### src/rtl/crfdt_pkg.sv
`timescale 1ns / 1ps

package crfdt_pkg;

  localparam int COORD_W = 11;

  localparam logic [2:0] CMD_FILL    = 3'd0;
  localparam logic [2:0] CMD_OUTLINE = 3'd1;
  localparam logic [2:0] CMD_CLEAR   = 3'd2;
  localparam logic [2:0] CMD_READ    = 3'd3;
  localparam logic [2:0] CMD_TAKE    = 3'd4;

  typedef struct packed {
    logic               start;
    logic signed [17:0] x;
    logic signed [17:0] y;
    logic signed [17:0] w;
    logic signed [17:0] h;
  } req_t;

  typedef struct packed {
    logic               done;
    logic               hit;
    logic [COORD_W-1:0] left;
    logic [COORD_W-1:0] top;
    logic [COORD_W-1:0] right;
    logic [COORD_W-1:0] bottom;
  } stat_t;

  typedef struct packed {
    logic               hit;
    logic [COORD_W-1:0] lo;
    logic [COORD_W-1:0] hi;
  } clip_t;

  // clip one axis of a span to [0, limit)
  function automatic clip_t crfdt_clip(input logic signed [17:0] pos,
                                       input logic signed [17:0] len,
                                       input logic [11:0] limit);
    clip_t r;
    logic signed [18:0] p;
    logic signed [18:0] e;
    logic signed [18:0] lim;
    logic signed [18:0] lo;
    logic signed [18:0] en;
    logic signed [18:0] last;
    p     = {pos[17], pos};
    e     = p + {len[17], len};
    lim   = $signed({7'b0, limit});
    lo    = p[18] ? 19'sd0 : p;
    en    = (e > lim) ? lim : e;
    last  = en - 19'sd1;
    r.hit = !len[17] && (len != 18'sd0) && (en > lo);
    r.lo  = lo[COORD_W-1:0];
    r.hi  = last[COORD_W-1:0];
    return r;
  endfunction

endpackage

### src/rtl/crfdt_raster.sv
`timescale 1ns / 1ps

module crfdt_raster
  import crfdt_pkg::*;
#(
  parameter int CANVAS_WIDTH  = 240,
  parameter int CANVAS_HEIGHT = 320,
  parameter int AW            = 17
) (
  input  logic          clk,
  input  logic          rst_n,
  input  req_t          req,
  output stat_t         stat,
  output logic          wr_en,
  output logic [AW-1:0] wr_addr
);

  typedef enum logic [3:0] {
    R_IDLE = 4'b0001,
    R_MUL  = 4'b0010,
    R_PREP = 4'b0100,
    R_RUN  = 4'b1000
  } rstate_t;

  localparam logic [AW-1:0] W_A = AW'(CANVAS_WIDTH);

  rstate_t            state_r, state_nxt;
  clip_t              cx, cy;
  logic               hit_r, done_r;
  logic [COORD_W-1:0] lo_x_r, hi_x_r, lo_y_r, hi_y_r;
  logic [COORD_W-1:0] col_r, row_r;
  logic [AW-1:0]      base_r, addr_r, step_r;
  logic               row_end, last_px;

  assign cx      = crfdt_clip(req.x, req.w, 12'(CANVAS_WIDTH));
  assign cy      = crfdt_clip(req.y, req.h, 12'(CANVAS_HEIGHT));
  assign row_end = (col_r == hi_x_r);
  assign last_px = row_end && (row_r == hi_y_r);

  always_comb begin
    state_nxt = state_r;
    case (state_r)
      R_IDLE:  if (req.start) state_nxt = R_MUL;
      R_MUL:   state_nxt = hit_r ? R_PREP : R_IDLE;
      R_PREP:  state_nxt = R_RUN;
      R_RUN:   if (last_px) state_nxt = R_IDLE;
      default: state_nxt = R_IDLE;
    endcase
  end

  always_ff @(posedge clk) begin
    if (!rst_n) begin
      state_r <= R_IDLE;
      done_r  <= 1'b0;
      hit_r   <= 1'b0;
    end else begin
      state_r <= state_nxt;
      done_r  <= ((state_r == R_MUL) && !hit_r) || ((state_r == R_RUN) && last_px);
      if (state_r == R_IDLE && req.start) begin
        hit_r <= cx.hit && cy.hit;
      end
    end
  end

  always_ff @(posedge clk) begin
    case (state_r)
      R_IDLE: begin
        lo_x_r <= cx.lo;
        hi_x_r <= cx.hi;
        lo_y_r <= cy.lo;
        hi_y_r <= cy.hi;
      end
      R_MUL: begin
        base_r <= AW'(lo_y_r) * W_A;
      end
      R_PREP: begin
        addr_r <= base_r + AW'(lo_x_r);
        col_r  <= lo_x_r;
        row_r  <= lo_y_r;
        step_r <= W_A - AW'(hi_x_r - lo_x_r);
      end
      R_RUN: begin
        if (row_end) begin
          col_r  <= lo_x_r;
          row_r  <= row_r + 1'b1;
          addr_r <= addr_r + step_r;
        end else begin
          col_r  <= col_r + 1'b1;
          addr_r <= addr_r + 1'b1;
        end
      end
      default: ;
    endcase
  end

  assign wr_en       = (state_r == R_RUN);
  assign wr_addr     = addr_r;
  assign stat.done   = done_r;
  assign stat.hit    = hit_r;
  assign stat.left   = lo_x_r;
  assign stat.top    = lo_y_r;
  assign stat.right  = hi_x_r;
  assign stat.bottom = hi_y_r;

  a_write_in_store: assert property (@(posedge clk) disable iff (!rst_n)
    wr_en |-> (col_r <= hi_x_r) && (row_r <= hi_y_r) && (row_r < COORD_W'(CANVAS_HEIGHT)))
    else $error("raster write outside clipped span");
  a_done_pulse: assert property (@(posedge clk) disable iff (!rst_n)
    done_r |=> !done_r)
    else $error("raster done held longer than one cycle");

endmodule
### config.mk
export PLATFORM = sky130hd
export DESIGN_NAME = crfdt_raster
export DESIGN_NICKNAME = d
export VERILOG_FILES = /design/src/rtl/crfdt_pkg.sv /design/src/rtl/crfdt_raster.sv
export SDC_FILE = /design/constraint.sdc
export NUM_CORES = 1
export LEC_CHECK = 0
export ABC_AREA = 1
export BUFFER_PORTS_ARGS = -buffer_cell sky130_fd_sc_hd__buf_2
export CORE_MARGIN = 10
export CORE_UTILIZATION = 40
export CTS_BUF_LIST = sky130_fd_sc_hd__clkbuf_4
export CTS_CLUSTER_DIAMETER = 200
export DETAILED_ROUTE_END_ITERATION = 8
export MAX_ROUTING_LAYER = met4
export PLACE_DENSITY = 0.62
export SLEW_MARGIN = 20
export SYNTH_ARGS = -nofsm -noshare
export SYNTH_HDL_FRONTEND = slang
export SYNTH_SLANG_ARGS = --single-unit
export TNS_END_PERCENT = 30
### constraint.sdc
create_clock -name clk -period 7.35 [get_ports clk]
set_input_delay 0.735 -clock clk [delete_from_list [all_inputs] [get_ports clk]]
set_output_delay 0.735 -clock clk [all_outputs]
set_load 0.01 [all_outputs]
After elaboration in Yosys (flattened, before gate mapping):

Cells that the tools add are included.

* logic and storage cells: 69
* register bits after elaboration: 119

* order comparisons: 4
* add/sub/neg operators: 11
* reduce and logical (&&, ||, !) cells: 18
* multiplexer cells: 14
* equality and inequality tests: 9
* $mul: 1

Operator list (count)
* 17-bit two-way mux: 3
* 11-bit one-hot mux with 2 select lines: 2
* 18-bit by 18-bit adder with 19-bit output: 2
* 19-bit by 18-bit greater-than comparator with 1-bit output: 2
* 19-bit two-way mux: 2
* 18-bit nonzero test: 2
* 17-bit one-hot mux with 2 select lines: 1
* 11-bit by 1-bit adder with 11-bit output (second input constant): 2
* 11-bit == test: 2
* 11-bit two-way mux: 2
* 11-bit by 2-bit subtractor with 11-bit output (second input constant): 2
* 19-bit by 10-bit greater-than comparator with 1-bit output (second input constant): 1
* 19-bit by 9-bit greater-than comparator with 1-bit output (second input constant): 1
* 17-bit by 1-bit adder with 17-bit output (second input constant): 1
* 17-bit by 11-bit adder with 17-bit output: 1
* 17-bit adder: 1
* 4-bit one-hot mux with 4 select lines: 1
* 11-bit by 4-bit multiplier with 13-bit output (second input constant): 1
* 9-bit by 12-bit subtractor with 13-bit output (first input constant): 1
* 11-bit by 11-bit subtractor with 12-bit output: 1
* 1-bit logical AND: 9
* 4-bit two-way mux: 2
* 4-bit by 1-bit == test with 1-bit output (second input constant): 1
* 4-bit by 2-bit == test with 1-bit output (second input constant): 1
* 9 further kinds: 13

Longest topological paths before layout:

Gate-level depths: netlist (run 1).

* depth in word-level cells: 6
* depth in mapped cells: 31

Least setup slack after synthesis (run 1):

No wires, ideal clock.

* path type: reg2reg
* start: reg state_r[2]
* end: reg hit_r
* buffers on the path: 0
* data required time: 7.292 ns
* stages on the path, launching flop included: 7
* clock period less this slack: 4.404 ns
* data arrival time: 4.347 ns
* path slack: 2.946 ns
* path through: dfxtp_1 -> nor2_1 -> inv_1 -> nor3_1 -> nand2_1 -> a21oi_1 -> o21a_1

* longest elaborated chain between the ends: 2

Ends and longest elaborated chain
* start: declaration: line crfdt_raster.sv:27 `rstate_t state_r, state_nxt;`
* start signal: assignment: line crfdt_raster.sv:57 `state_r <= state_nxt;`
* 4-bit by 1-bit == test with 1-bit output: line crfdt_raster.sv:59 `if (state_r == R_IDLE && req.start) begin`
* 1-bit logical AND: line crfdt_raster.sv:59
* end signal: assignment: line crfdt_raster.sv:60 `hit_r <= cx.hit && cy.hit;`
* end: declaration: line crfdt_raster.sv:29 `logic hit_r, done_r;`

No other way between the ends.
A chain may end at the register's enable or synchronous reset.

Final worst setup path (run 1):

* start: in req[0] in the netlist's numbering
* end: reg hit_r

* longest elaborated chain between the ends: 6
* elaborated cells on any way between the ends: 8
* classes of those cells: add/sub: 1; order compare: 2; mux: 1; reduce/logical: 4

Ends and longest elaborated chain
* start: declaration: line crfdt_raster.sv:12 `input req_t req,`
* 18-bit by 18-bit adder with 19-bit output: line crfdt_pkg.sv:48 `e = p + {len[17], len};`
* 19-bit by 10-bit greater-than comparator with 1-bit output: line crfdt_pkg.sv:51 `en = (e > lim) ? lim : e;`
* 19-bit two-way mux: line crfdt_pkg.sv:51
* 19-bit by 18-bit greater-than comparator with 1-bit output: line crfdt_pkg.sv:53 `r.hit = !len[17] && (len != 18'sd0) && (en > lo);`
* 1-bit logical AND (*): line crfdt_pkg.sv:53
* 1-bit logical AND (*): line crfdt_raster.sv:60

Mark *: on every way between the ends. The rest lies on a longest branch, timed or not.

==> results of run 1 <==
-- cells in the mapped netlist (all sizes together) --
cell and instances:
o41ai 1, and2 4, clkbuf 9, nor3b 1, a221oi 2, nand3 73, and3 2, nand3b 19
nand4 17, o2111ai 1, o21a 1, a31oi 2, a211oi 1, nor4 11, fa 24, a21o 8
clkinv 1, dfxtp 6, xor2 48, o31ai 7, nor2 127, or2 11, a221o 1, o21bai 7
a31o 2, buf 4, o21ai 85, a21oi 94, mux2i 1, o211ai 1, xnor2 26, nand2 382
ha 122, o22ai 1, nor3 26, edfxtp 109, a21boi 1, inv 226
-- worst register-to-register path, stage by stage (launching register included) --
cell	delay, ns
edfxtp_1	0.53
or2_2	0.34
nand3_1	0.09
nor3_1	0.05
nand2_1	0.41
inv_1	0.30
nand2_1	0.20
inv_1	0.06
ha_1	0.26
nand3_1	0.06
nand3_1	0.11
a31oi_1	0.14
o21ai_0	0.42
nand3_1	0.13
nand2_1	0.13
nand3_1	0.08
nand2_1	0.10
nand3_1	0.07
nand2_1	0.08
nand2_1	0.05
nand2_1	0.05
o22ai_1	0.06
-- power by group --
group          leakage [nW]  internal [mW]  switching [mW]
sequential             1.08          0.852          0.0798
combinational          5.07          0.480           0.703
clock                 0.128          0.142           0.276
-- layout make-up --
cell class                 count  area share
antenna                        2    0.000400
clock buffer                  17      0.0102
clock inverter                15     0.00999
inverter                     227      0.0681
multi-input combinational   1109       0.544
sequential                   115       0.271
tap                          372      0.0372
timing repair buffer         144      0.0588
-- final timing paths --
check / depth (start not counted) / end / start / slack [ns]
hold reg to reg: 2 / state_r[2]$_SDFFE_PN0P_ / state_r[1]$_SDFFE_PN0P_ / 0.53
setup / recovery: 29 / hit_r$_SDFFE_PN0P_ / req[0] / 3.18
hold / removal: 3 / state_r[1]$_SDFFE_PN0P_ / req[72] / 0.51
setup reg to reg: 21 / wr_addr[13]$_DFFE_PP_ / hi_x_r[1]$_DFFE_PN_ / 3.38
-- metal layers --
layer,track usage,vias up
met5,-,-
met4,0.0440,0
met2,0.287,223
li1,-,5155
met1,0.219,4562
met3,0.0248,29
-- cells in the final DEF (no fill, tap or decap), types with 21 or more instances in the layout --
| cell | n |
|---|---|
| nand2_1 | 371 |
| inv_1 | 223 |
| buf_2 | 138 |
| ha_1 | 122 |
| nor2_1 | 121 |
| edfxtp_1 | 109 |
| a21oi_1 | 92 |
| o21ai_0 | 79 |
| nand3_1 | 71 |
| xor2_1 | 47 |
| xnor2_1 | 26 |
| fa_1 | 24 |
| nor3_1 | 21 |
-- flip-flops by register name (all words and copies together), names as in the netlist, 11 cells and up --
register  count
lo_x_r       11
base_r       13
hi_x_r       11
step_r       13
row_r        11
wr_addr      17
col_r        11
hi_y_r       11
lo_y_r       11
-- cells by family (layout without fill, tap and decap cells) --
logic type,Yosys count,count (layout),synth area share
simple gates,673,673,0.264
buf+inv,240,403,0.0830
compound gates,215,215,0.108
fa+ha+maj,146,146,0.180
flops,115,115,0.305
xor+xnor,74,74,0.0590
mux,1,1,0.000900
other cells,0,2,0
-- metrics by stage --
stage               instance area, um2  worst slack [ns]   util
finish                           12500              3.18  0.461
global route                     12500              2.77  0.461
CTS                              12500              3.20  0.460
detailed placement               12300              2.61  0.451
global placement                 12300              2.73  0.451
floorplan                        11100              2.95      -
==> impl_metrics.env, run 1 <==
export IMPL_hold_violations=0
export IMPL_tightest_slew_ns=1.08
export IMPL_top_layer="met4"
export IMPL_layout_cells_non_filler=2001
export IMPL_avgViaCountPerCell=4.98
export IMPL_met1_length_um=14200
export IMPL_antenna_found_initial=2
export IMPL_finalHoldWorstSlack_ns=0.508
export IMPL_seq_area_um2=3390
export IMPL_status="completed"
export IMPL_pin_count=139
export IMPL_wl_met2_um=14000
export IMPL_cts_inserted_buffers=17
export IMPL_grt_usage=0.174
export IMPL_cts_tree="built"
export IMPL_critical_path_max_stage_delay_ns=0.41
export IMPL_cts_reportedPaths_clkPinSlew_ns=0.12
export IMPL_maxCapViolations=0
export IMPL_cp_top_family="simple AND/OR/NAND/NOR gates"
export IMPL_layout_nets=1835
export IMPL_ir_drop_uv=79.6
export IMPL_start_util=0.409
export IMPL_drtPass1Iterations=5
export IMPL_rows=60
export IMPL_syn_nets=1685
export IMPL_vias=9969
export IMPL_post_cts_buffers=0
export IMPL_hpwlAfterDp_um=25400
export IMPL_port_buffers=138
export IMPL_drive_gt1_frac=0.137
export IMPL_wirelength_um=29700
export IMPL_die_area_um2=34900
export IMPL_cts_buffer_depth=2
export IMPL_fin_skew_ns=0.0194
export IMPL_cts_sinks=115
export IMPL_cts_hold_buf=0
export IMPL_area_delta_synth_final_pct=12.6
export IMPL_p_leak_nw=6.28
export IMPL_period_needed_ns=4.17
export IMPL_path_max_fanout=15
export IMPL_synth_area_top_cells="edfxtp_1 29%, ha_1 14%, nand2_1 13%"
export IMPL_worstPathBufferInverterCount=5
export IMPL_grt_pass1_vias=9979
export IMPL_timing_final_crit_share=0.568
export IMPL_multi_input_area_um2=6810
export IMPL_wl_met3_um=1160
export IMPL_n_fill_cell=2801
export IMPL_drc=0
export IMPL_yosysSeqAreaShare=0.305
export IMPL_end_kind="register"
export IMPL_power_density_nw_per_um2=202
export IMPL_hp_class="input port to register"
export IMPL_fmax_mhz=240
export IMPL_cp_arrival_ns=4.66
export IMPL_crit_path_top_delay_cell="fa_1"
export IMPL_gp_congestion=0.941
export IMPL_placeableCoreArea_um2=27200
export IMPL_post_cts_resized=0
export IMPL_cpMostUsedCell="nand2_1"
export IMPL_syn_inst=1464
export IMPL_drtIter0Drc=444
export IMPL_die_y_um=187
export IMPL_power_mw=2.53
export IMPL_antenna_left=0
export IMPL_synth_area_um2=11100
export IMPL_clk_latency_ns=0.53
export IMPL_required_ns=7.83
export IMPL_cts_root_buffer_cell="clkbuf_4"
export IMPL_ys_types=54
export IMPL_synth_top_cell_area_share=0.294
export IMPL_grt_start_max_net_pins=44
export IMPL_grt_overflow=0
export IMPL_tns_ns=0
export IMPL_h_tree_depth=4
export IMPL_dp_cells=1967
export IMPL_syn_area_per_cell_um2=7.60
export IMPL_dieWidth_um=187
export IMPL_wl_per_cell_um=14.8
export IMPL_slew_limit_headroom=0.275
export IMPL_synth_area_leader_cell="edfxtp_1"
export IMPL_crit_type="input port to register"
export IMPL_final_max_slew_viol_count=0
export IMPL_grt_pass1_wl_um=48900
export IMPL_yosysWarnings=0
export IMPL_rsz0062_at_grt="no"
export IMPL_start_kind="input port"
export IMPL_setup_viol=0
export IMPL_ys_ff_latch=115
Note: power is estimated with default switching activity, not from simulation.
==> run 2: changes to the inputs <==
PLACE_DENSITY = 0.64   (was 0.62)
clock period = 3.4 ns   (was 7.35 ns; I/O delays follow)
==> run 2 against run 1 <==
Sequential share of layout area down 3.8 points. Count of clock-buffer cells in the layout unchanged. Clock power rose to 3.0 times the previous value. Utilization up 7.5 points. Die area unchanged. Routed wire length up 7.1%. Clock skew about the same. Setup slack worse by 3.1 ns. Largest power group unchanged. Global-route usage up 0.96 points. Sequential cell count unchanged. Sequential power up 110%.
==> impl_metrics.env, run 2 (synthesis gave the netlist of run 1 again) <==
export IMPL_antenna_left=0
export IMPL_final_cell_mix="364 x nand2_1, 228 x buf_4, 221 x inv_1"
export IMPL_stdcell_area_um2=14600
export IMPL_placed_area_um2=13800
export IMPL_hpwlAfterDp_um=26900
export IMPL_grt_overflow=0
export IMPL_rows=60
export IMPL_setup_viol=0
export IMPL_whs_endpoint="state_r[1]$_SDFFE_PN0P_"
export IMPL_area_delta_synth_final_pct=30.9
export IMPL_grt_pass1_vias=10800
export IMPL_power_density_nw_per_um2=446
export IMPL_cts_inserted_buffers=17
export IMPL_largest_reg_flops=17
export IMPL_start_util=0.409
export IMPL_crit_type="register to register"
export IMPL_p_clk_frac=0.194
export IMPL_path_max_fanout=3
export IMPL_wl_per_cell_um=14.3
export IMPL_grt_start_max_net_pins=44
export IMPL_h_tree_depth=4
export IMPL_layout_nets=2064
export IMPL_drc=0
export IMPL_tightest_slew_ns=0.690
export IMPL_cts_root_buffer_cell="clkbuf_4"
export IMPL_vias=10800
export IMPL_r2r_end="base_r[16]$_DFFE_PN_"
export IMPL_status="completed"
export IMPL_cts_buffer_depth=2
export IMPL_avgViaCountPerCell=4.85
export IMPL_cts_sinks=115
export IMPL_power_mw=6.50
export IMPL_n_fill_cell=2691
export IMPL_startpoint="lo_y_r[1]$_DFFE_PN_"
export IMPL_die_y_um=187
export IMPL_pwr_share_comb=0.503
export IMPL_cts_hold_buf=0
export IMPL_finalHoldWorstSlack_ns=0.0664
export IMPL_p_sw_frac=0.381
export IMPL_layout_cells_non_filler=2230
export IMPL_hp_class="input port to register"
export IMPL_seqPwrFrac=0.303
export IMPL_cts_reportedPaths_clkPinSlew_ns=0.13
export IMPL_port_buffers=138
export IMPL_pre_cts_ws_ns=-0.568
export IMPL_p_sw_mw=2.47
export IMPL_dp_cells=2174
export IMPL_period_needed_ns=3.32
export IMPL_multi_input_area_um2=7020
export IMPL_maxCapViolations=0
export IMPL_tns_ns=0
export IMPL_setup_slack_ns=0.0825
export IMPL_layout_commonest_cell="nand2_1"
export IMPL_cp_top_family="adder cells"
export IMPL_hold_violations=0
export IMPL_end_kind="register"
export IMPL_worstPathBufferInverterCount=0
export IMPL_antenna_found_initial=2
export IMPL_reg2reg_depth=11
export IMPL_clk_latency_ns=0.55
export IMPL_drive_gt1_frac=0.265
export IMPL_dieWidth_um=187
export IMPL_fin_skew_ns=0.0197
export IMPL_rsz0062_at_grt="yes"
export IMPL_cp_arrival_ns=3.64
export IMPL_drtIter0Drc=501
export IMPL_critical_path_max_stage_delay_ns=0.62
export IMPL_p_leak_nw=7.45
export IMPL_seq_area_um2=3390
export IMPL_pin_count=139
export IMPL_p_int_mw=4.02
export IMPL_grt_pass1_wl_um=51600
export IMPL_slew_limit_headroom=0.534
export IMPL_fmax_mhz=301
export IMPL_final_max_slew_viol_count=0
export IMPL_drtPass1Iterations=5
export IMPL_timing_final_crit_share=0.976
export IMPL_wirelength_um=31800
export IMPL_start_kind="register"
export IMPL_worstReg2RegStart="lo_y_r[1]$_DFFE_PN_"
export IMPL_grt_usage=0.183
export IMPL_required_ns=3.72
export IMPL_worstPathCellList="fa_1 > fa_1 > fa_2 > a21o_1 > a21oi_2 > o21ai_1 > a21o_1 > a21oi_2 > o21ai_0 > a21oi_1 > xor2_1"
export IMPL_ff2ff_setup_slack_ns=0.08
export IMPL_hold_depth=3
export IMPL_gp_congestion=0.926
export IMPL_crit_path_top_delay_cell="fa_1"
export IMPL_hp_start="req[72]"
export IMPL_ir_drop_uv=287
export IMPL_cts_tree="built"
export IMPL_placeableCoreArea_um2=27200
export IMPL_die_area_um2=34900
export IMPL_fin_util=0.536
==> run 2: layout make-up <==
cell class,count,share of cell area
repair buffers,372,0.169
well taps,372,0.0320
clock buffers,17,0.00877
multi-input cells,1110,0.482
flip-flops and latches,115,0.233
inverters,227,0.0587
clock inverters,15,0.0157
diodes,2,0.000344
==> run 2: how the worst max path moves through the flow <==
stage | end | depth (start not counted)
2_1_floorplan | hit_r$_SDFFE_PN0P_ | 26
3_5_place_dp | hit_r$_SDFFE_PN0P_ | 27
5_1_grt | hit_r$_SDFFE_PN0P_ | 30
4_1_cts | base_r[16]$_DFFE_PN_ | 11
3_3_place_gp | hit_r$_SDFFE_PN0P_ | 30
6_report | base_r[16]$_DFFE_PN_ | 11
==> run 2: per-layer routing <==
metal	GRT usage	wire (um)
met2	0.308	15300
met5	-	0
met1	0.225	14700
met3	0.0264	1300
met4	0.0506	450
==> run 2: worst min-delay path, delay by kind of cell <==
kind,cells,cell delay [ns]
buffers and inverters,1,0.11
and+or+nand+nor,2,0.14
==> run 2: power by group through the flow <==
| stage | clock network [mW] | logic (mW) | registers [mW] |
|---|---|---|---|
| 6_report | 1.26 | 3.27 | 1.97 |
| 3_3_place_gp | 0 | 3.03 | 2.01 |
| 4_1_cts | 1.29 | 3.12 | 1.98 |
| 3_5_place_dp | 0 | 3.10 | 2.01 |
| 5_1_grt | 1.36 | 3.69 | 1.99 |
| 2_1_floorplan | 0 | 1.91 | 2.03 |
==> run 2: timing repair <==
| item | in CTS | in global routing |
|---|---|---|
| setup endpoints to repair | 4 | 12 |
| setup buffers | 3 | 16 |
| gates cloned | 0 | 3 |
| pin swaps | 1 | 25 |
| gates resized for setup | 2 | 52 |
